### config.mk
export PLATFORM = sky130hd
export DESIGN_NAME = object_pool_handle_allocator_core
export DESIGN_NICKNAME = d
export VERILOG_FILES = /design/src/rtl/ophalloc_pkg.sv /design/src/rtl/ophalloc_ctrl.sv /design/src/rtl/ophalloc_dp.sv /design/src/rtl/object_pool_handle_allocator_core.sv
export SDC_FILE = /design/constraint.sdc
export NUM_CORES = 2
export LEC_CHECK = 0
export BUFFER_PORTS_ARGS = -buffer_cell sky130_fd_sc_hd__buf_2
export CAP_MARGIN = 20
export CORE_MARGIN = 10
export CORE_UTILIZATION = 55
export DETAILED_ROUTE_END_ITERATION = 12
export PLACE_DENSITY = 0.73
export SLEW_MARGIN = 20
export SYNTH_ARGS = -nofsm -noshare
export SYNTH_HDL_FRONTEND = slang
export SYNTH_HIERARCHICAL = 1
export SYNTH_SLANG_ARGS = --single-unit
### constraint.sdc
create_clock -name aclk -period 8.7 [get_ports aclk]
set_input_delay 0.87 -clock aclk [delete_from_list [all_inputs] [get_ports aclk]]
set_output_delay 0.87 -clock aclk [all_outputs]
set_load 0.005 [all_outputs]
### src/rtl/ophalloc_pkg.sv
// ----------------------------------------------------------------------------
// Handle allocator package
// Field widths, operation and status codes, and the controller command.
// ----------------------------------------------------------------------------
package ophalloc_pkg;

    localparam int HANDLE_W     = 8;
    localparam int OP_W         = 2;
    localparam int STATUS_W     = 2;
    localparam int HANDLE_SPACE = 256;

    localparam logic [OP_W-1:0] OP_ALLOC = 2'd0;
    localparam logic [OP_W-1:0] OP_TRY   = 2'd1;
    localparam logic [OP_W-1:0] OP_FREE  = 2'd2;

    localparam logic [STATUS_W-1:0] ST_OK            = 2'd0;
    localparam logic [STATUS_W-1:0] ST_NONE_FREED    = 2'd1;
    localparam logic [STATUS_W-1:0] ST_NOT_ALLOCATED = 2'd2;
    localparam logic [STATUS_W-1:0] ST_EXHAUSTED     = 2'd3;

    typedef struct packed {
        logic load;
        logic exec;
    } ophalloc_cmd_t;

endpackage

### src/rtl/ophalloc_ctrl.sv
// ----------------------------------------------------------------------------
// Handle allocator controller
// Sequences one request at a time: capture, execute, and hold the result beat.
// ----------------------------------------------------------------------------
module ophalloc_ctrl
    import ophalloc_pkg::*;
(
    input  logic          aclk,
    input  logic          aresetn,
    input  logic          s_valid,
    output logic          s_ready,
    output logic          m_valid,
    input  logic          m_ready,
    output ophalloc_cmd_t cmd
);

    typedef enum logic [1:0] {
        S_IDLE,
        S_EXEC,
        S_HOLD
    } state_t;

    state_t state_reg;
    state_t state_next;
    logic   s_ready_reg;
    logic   s_ready_next;
    logic   m_valid_reg;
    logic   m_valid_next;

    always_comb begin
        state_next   = state_reg;
        s_ready_next = s_ready_reg;
        m_valid_next = m_valid_reg;
        case (state_reg)
            S_IDLE: begin
                if (s_valid) begin
                    state_next   = S_EXEC;
                    s_ready_next = 1'b0;
                end
            end
            S_EXEC: begin
                state_next   = S_HOLD;
                m_valid_next = 1'b1;
            end
            S_HOLD: begin
                if (m_ready) begin
                    state_next   = S_IDLE;
                    m_valid_next = 1'b0;
                    s_ready_next = 1'b1;
                end
            end
            default: begin
                state_next   = S_IDLE;
                s_ready_next = 1'b1;
                m_valid_next = 1'b0;
            end
        endcase
    end

    always_ff @(posedge aclk) begin
        if (!aresetn) begin
            state_reg   <= S_IDLE;
            s_ready_reg <= 1'b1;
            m_valid_reg <= 1'b0;
        end else begin
            state_reg   <= state_next;
            s_ready_reg <= s_ready_next;
            m_valid_reg <= m_valid_next;
        end
    end

    assign s_ready  = s_ready_reg;
    assign m_valid  = m_valid_reg;
    assign cmd.load = s_valid && s_ready_reg;
    assign cmd.exec = (state_reg == S_EXEC);

endmodule

### src/rtl/ophalloc_dp.sv
// ----------------------------------------------------------------------------
// Handle allocator datapath
// Free-handle queue memory, in-use bitmap, fresh-handle counter and result.
// ----------------------------------------------------------------------------
module ophalloc_dp
    import ophalloc_pkg::*;
#(
    parameter int SLOTS = 256
)
(
    input  logic                aclk,
    input  logic                aresetn,
    input  ophalloc_cmd_t       cmd,
    input  logic [OP_W-1:0]     s_operation,
    input  logic [HANDLE_W-1:0] s_handle_in,
    output logic [HANDLE_W-1:0] m_handle_out,
    output logic                m_granted,
    output logic [STATUS_W-1:0] m_status
);

    localparam int IDX_W = $clog2(SLOTS);
    localparam int CNT_W = $clog2(SLOTS + 1);

    logic [IDX_W-1:0]    queue_mem [SLOTS];
    logic [IDX_W-1:0]    rd_data_reg;

    logic [OP_W-1:0]     op_reg;
    logic [HANDLE_W-1:0] hin_reg;
    logic [IDX_W-1:0]    head_reg;
    logic [IDX_W-1:0]    head_next;
    logic [IDX_W-1:0]    tail_reg;
    logic [IDX_W-1:0]    tail_next;
    logic [CNT_W-1:0]    count_reg;
    logic [CNT_W-1:0]    count_next;
    logic [CNT_W-1:0]    fresh_reg;
    logic [CNT_W-1:0]    fresh_next;
    logic [SLOTS-1:0]    in_use_reg;
    logic [SLOTS-1:0]    in_use_next;

    logic [HANDLE_W-1:0] handle_out_reg;
    logic [HANDLE_W-1:0] handle_out_next;
    logic                granted_reg;
    logic                granted_next;
    logic [STATUS_W-1:0] status_reg;
    logic [STATUS_W-1:0] status_next;

    logic                is_get;
    logic                pop_ok;
    logic                fresh_ok;
    logic                free_ok;
    logic [IDX_W-1:0]    hin_idx;
    logic [IDX_W-1:0]    grant_idx;

    assign hin_idx   = hin_reg[IDX_W-1:0];
    assign is_get    = (op_reg == OP_ALLOC) || (op_reg == OP_TRY);
    assign pop_ok    = is_get && (count_reg != '0);
    assign fresh_ok  = (op_reg == OP_ALLOC) && (count_reg == '0)
                       && (fresh_reg < CNT_W'(SLOTS));
    assign free_ok   = (op_reg == OP_FREE) && ({1'b0, hin_reg} < (HANDLE_W + 1)'(SLOTS))
                       && in_use_reg[hin_idx] && (count_reg < CNT_W'(SLOTS));
    assign grant_idx = pop_ok ? rd_data_reg : fresh_reg[IDX_W-1:0];

    always_comb begin
        head_next       = head_reg;
        tail_next       = tail_reg;
        count_next      = count_reg;
        fresh_next      = fresh_reg;
        in_use_next     = in_use_reg;
        handle_out_next = handle_out_reg;
        granted_next    = granted_reg;
        status_next     = status_reg;
        if (cmd.exec) begin
            handle_out_next = '0;
            granted_next    = 1'b0;
            status_next     = ST_OK;
            if (is_get) begin
                if (pop_ok || fresh_ok) begin
                    handle_out_next        = HANDLE_W'(grant_idx);
                    granted_next           = 1'b1;
                    in_use_next[grant_idx] = 1'b1;
                    if (pop_ok) begin
                        head_next  = (head_reg == IDX_W'(SLOTS - 1)) ? '0 : head_reg + 1'b1;
                        count_next = count_reg - 1'b1;
                    end else begin
                        fresh_next = fresh_reg + 1'b1;
                    end
                end else if (op_reg == OP_TRY) begin
                    status_next = ST_NONE_FREED;
                end else begin
                    status_next = ST_EXHAUSTED;
                end
            end else if (op_reg == OP_FREE) begin
                if (free_ok) begin
                    tail_next            = (tail_reg == IDX_W'(SLOTS - 1)) ? '0 : tail_reg + 1'b1;
                    count_next           = count_reg + 1'b1;
                    in_use_next[hin_idx] = 1'b0;
                end else begin
                    status_next = ST_NOT_ALLOCATED;
                end
            end
        end
    end

    always_ff @(posedge aclk) begin
        if (cmd.exec && free_ok) begin
            queue_mem[tail_reg] <= hin_idx;
        end
        rd_data_reg <= queue_mem[head_reg];
    end

    always_ff @(posedge aclk) begin
        if (cmd.load) begin
            op_reg  <= s_operation;
            hin_reg <= s_handle_in;
        end
        handle_out_reg <= handle_out_next;
        granted_reg    <= granted_next;
        status_reg     <= status_next;
    end

    always_ff @(posedge aclk) begin
        if (!aresetn) begin
            head_reg   <= '0;
            tail_reg   <= '0;
            count_reg  <= '0;
            fresh_reg  <= '0;
            in_use_reg <= '0;
        end else begin
            head_reg   <= head_next;
            tail_reg   <= tail_next;
            count_reg  <= count_next;
            fresh_reg  <= fresh_next;
            in_use_reg <= in_use_next;
        end
    end

    assign m_handle_out = handle_out_reg;
    assign m_granted    = granted_reg;
    assign m_status     = status_reg;

endmodule

### src/rtl/object_pool_handle_allocator_core.sv
// ----------------------------------------------------------------------------
// Object pool handle allocator
// Hands out slot handles of a fixed pool and takes them back.
//
// Usage: each beat on the s_ channel is one request: allocate, try_allocate
// (reuse a freed handle only) or deallocate of s_handle_in. Every request
// returns exactly one beat on the m_ channel with the granted handle, a
// granted flag and a status code. Released handles are reused oldest first;
// when none waits, allocate issues the lowest handle never issued before.
// The pool holds min(POOL_SLOTS, 256) handles.
// One request is in flight at a time: a new request is taken only after the
// result beat of the last one has been taken. The controller runs capture,
// execute and output in turn, and the free-handle queue memory is read ahead
// of the execute step through its registered port.
// Reset clears the in-use bitmap, the queue pointers and the fresh counter;
// the queue memory itself needs no clearing.
// When the receiver stalls, the result beat holds and s_ready stays low.
// ----------------------------------------------------------------------------
module object_pool_handle_allocator_core
    import ophalloc_pkg::*;
#(
    parameter int POOL_SLOTS = 256
)
(
    input  logic                aclk,
    input  logic                aresetn,
    input  logic                s_valid,
    output logic                s_ready,
    input  logic [OP_W-1:0]     s_operation,
    input  logic [HANDLE_W-1:0] s_handle_in,
    output logic                m_valid,
    input  logic                m_ready,
    output logic [HANDLE_W-1:0] m_handle_out,
    output logic                m_granted,
    output logic [STATUS_W-1:0] m_status
);

    localparam int SLOTS = (POOL_SLOTS < HANDLE_SPACE) ? POOL_SLOTS : HANDLE_SPACE;

    ophalloc_cmd_t cmd;

    ophalloc_ctrl u_ctrl (
        .aclk    (aclk),
        .aresetn (aresetn),
        .s_valid (s_valid),
        .s_ready (s_ready),
        .m_valid (m_valid),
        .m_ready (m_ready),
        .cmd     (cmd)
    );

    ophalloc_dp #(
        .SLOTS (SLOTS)
    ) u_dp (
        .aclk         (aclk),
        .aresetn      (aresetn),
        .cmd          (cmd),
        .s_operation  (s_operation),
        .s_handle_in  (s_handle_in),
        .m_handle_out (m_handle_out),
        .m_granted    (m_granted),
        .m_status     (m_status)
    );

endmodule

==> run_results.csv <==
group,metric,value,unit
synthesis,async_flop_share,0,%
global_route,grt_pass1_vias,49468,
critical_path,worstPathArrival,6.02,ns
synthesis,netlist_area,94900,µm²
synthesis,synth-edff-count,2069,
cts,cts_buffer_depth,3,
cts,path_clk_slew,0.06,ns
cts,post-cts-setup-buffers,0,
cts,cts_tree,"done",
critical_path,setup.worst_path.end_class,"flip-flop",
route,drt_iter0_drc,8394,
synthesis,synth_area_leaders,"edfxtp_1 (65%), mux4_2 (17%), dfxtp_1 (6.4%)",
timing,drv_slew,0,
synthesis,yosysTopAreaCell,"edfxtp_1",
power_and_ir_drop,p_seq_share,53.4,%
finish,post-route-util,61.2,%
finish,largest_register_ffs,2048,
critical_path,cp-start-kind,"flip-flop",
cts,cts_hold_buffers,0,
global_route,track_usage,25.3,%
placement,gp_congestion,0.898,
critical_path,path_class,"reg -> reg",
power_and_ir_drop,ir_drop,0.212,mV
timing,max_slew_margin,18.9,%
power_and_ir_drop,switchingPower,0.00487,W
route,ant_nets,0,
placement,port_buffers,26,
worst_hold_path,worstHoldPathType,"in -> reg",
timing,period_share,62.4,%
floorplan,dieArea,190000,µm²
timing,fmax,184,MHz
global_route,antenna_found_initial,10,
global_route,grt_max_degree,182,
power_and_ir_drop,p_sw_share,21.0,%
synthesis,ys_seq_area_share,71.8,%
route,drc,0,
floorplan,row_count,152,
synthesis,ys_types,73,
cts,cts_root_buffer,"clkbuf_16",
finish,nFillCells,11759,
power_and_ir_drop,p_clk_share,43.4,%
finish,drive_gt1_share,24.1,%
cts,numClockSinks,2371,
timing,totalNegativeSetupSlack,0,ns
finish,finalNetCount,4982,
finish,layout_common_cells,"edfxtp_1 (2069), mux4_2 (736), nor2_1 (319)",
global_route,gr-total-overflow,0,
power_and_ir_drop,p_comb_share,3.2,%
placement,dp_hpwl,145,mm
floorplan,initial_core_util,55.3,%
synthesis,synth_top_cell_area_share,65.5,%
global_route,grt_first_pass_wirelength,356,mm
timing,finalHoldViolations,0,
floorplan,die_x,435,µm
critical_path,cp.required,9.29,ns
route,vias,51519,
finish,syn_to_final_growth,10.6,%
route,vias_per_cell,6.91,
power_and_ir_drop,p_int,0.0184,W
route,wl,242,mm
timing,fin_skew,0.0654,ns
floorplan,io_pins,27,
synthesis,yosys_warnings,6,
cts,post_cts_resized,0,
status,status,"completed",
timing,worst-slew-pin-transition,1.22,ns
synthesis,ys.flop_type,"edfxtp_1",
critical_path,critPathMaxFanout,81,
synthesis,synth_seq_cells,2371,
finish,layout_commonest_cell,"edfxtp_1",
floorplan,die_h,435,µm
timing,finalSetupViolCount,0,
synthesis,synth_fp_nets,5007,
synthesis,synth_area_per_cell,19.1,µm²
timing,hold_ws,0.187,ns
flow_run,maxCapViolations,0,
power_and_ir_drop,leakagePower,31.1,nW
floorplan,core_area,172000,µm²
synthesis,synth_cells,4979,
cts,worstSkewPairLatency,0.88,ns
route,wl_per_cell,32.4,µm
power_and_ir_drop,power_density,222,nW/µm²
timing,rsz0062_at_grt,"false",
route,dr.pass1.iters,9,
cts,htreeDepth,4,
cts,cts_made_buffers,224,
timing,fin_crit,5.43,ns
## critical path, stage by stage, from the launching register on
cell and delay [ns]:
edfxtp_1 0.37, buf_12 0.47, buf_4 0.64, mux4_2 0.58, mux2i_1 0.18, nand2_1 0.09
a41o_1 0.26, a211oi_1 0.51, a211oi_4 0.15, buf_4 0.26, nand3_4 0.10, buf_4 0.77
nor3_1 0.32, clkbuf_2 0.25
## metal layers
| layer | part of all wire [%] | track usage, % | routed length (µm) |
|---|---|---|---|
| met3 | 12 | 5.42 | 28100 |
| met4 | 2.8 | 7.14 | 6890 |
| met5 | 0.029 | 0 | 69 |
| met2 | 46 | 38.0 | 112000 |
| met1 | 39 | 37.6 | 94700 |
## kinds of logic after synthesis
kind of cell	synth area share, %
adders and majority gates	0.193
buffers and inverters	1.79
DFF	71.8
xor gates and xnor gates	0.175
muxes	17.9
AOI/OAI and AO/OA	4.31
and+or+nand+nor	3.76
## synthesized netlist by cell type, types with 13 or more instances
| cell | n |
|---|---|
| edfxtp_1 | 2069 |
| clkbuf_1 | 239 |
| a32oi_1 | 77 |
| nor3_1 | 65 |
| inv_1 | 20 |
| dfxtp_1 | 302 |
| o21ai_1 | 16 |
| mux2i_1 | 38 |
| or3_1 | 16 |
| a31oi_1 | 13 |
| ha_1 | 13 |
| nor2b_1 | 16 |
| a21oi_1 | 41 |
| nand2b_1 | 15 |
| nor2_1 | 322 |
| o21ai_0 | 227 |
| buf_2 | 66 |
| buf_1 | 22 |
| nand2_1 | 254 |
| mux4_2 | 736 |
| nand3_1 | 80 |
| o311ai_0 | 159 |
## final timing paths
kind                                      from  slack, ns                                end  cells past startpoint
max                  u_dp/hin_idx[0]$_DFFE_PP_       3.27   u_dp/queue_mem[229][5]$_DFFE_PP_                     13
min                             s_operation[1]       0.19           u_dp/op_reg[1]$_DFFE_PP_                      1
max reg2reg          u_dp/hin_idx[0]$_DFFE_PP_       3.27   u_dp/queue_mem[229][5]$_DFFE_PP_                     13
min reg2reg  u_dp/in_use_reg[173]$_SDFFE_PN0P_       0.46  u_dp/in_use_reg[173]$_SDFFE_PN0P_                      2
## power by group through the flow
| stage | Clock [W] | Sequential [W] | Combinational [W] |
|---|---|---|---|
| 6_report | 0.0101 | 0.0124 | 0.000739 |
| 2_1_floorplan | 0 | 0.0128 | 0.000347 |
| 3_3_place_gp | 0 | 0.0127 | 0.000725 |
| 5_1_grt | 0.0107 | 0.0124 | 0.000778 |
| 3_5_place_dp | 0 | 0.0127 | 0.000729 |
| 4_1_cts | 0.0102 | 0.0124 | 0.000731 |
## final cells by class
cell class              instances  area (µm²)  share of cell area (%)
repair buffers                109         947                   0.902
clock buffers                 265        5840                    5.56
inverters                      22        82.6                  0.0787
multi-input cells            2226       25200                    24.0
diodes                          2        5.00                 0.00477
flip-flops and latches       2371       68200                    65.0
clock inverters               154        1860                    1.77
well taps                    2310        2890                    2.75
## metrics by stage
stage / area [µm²] / power [W] / cells / setup WS, ns
after floorplan: 94900 / 0.0131 / 4979 / 1.43
after global placement: 97100 / 0.0134 / 7034 / 3.49
after detailed placement: 97100 / 0.0134 / 7034 / 3.43
after CTS: 105000 / 0.0233 / 7453 / 3.38
after global routing: 105000 / 0.0239 / 7457 / 3.04
final: 105000 / 0.0233 / 7459 / 3.27
No activity file was read; power rests on OpenSTA's default activity.
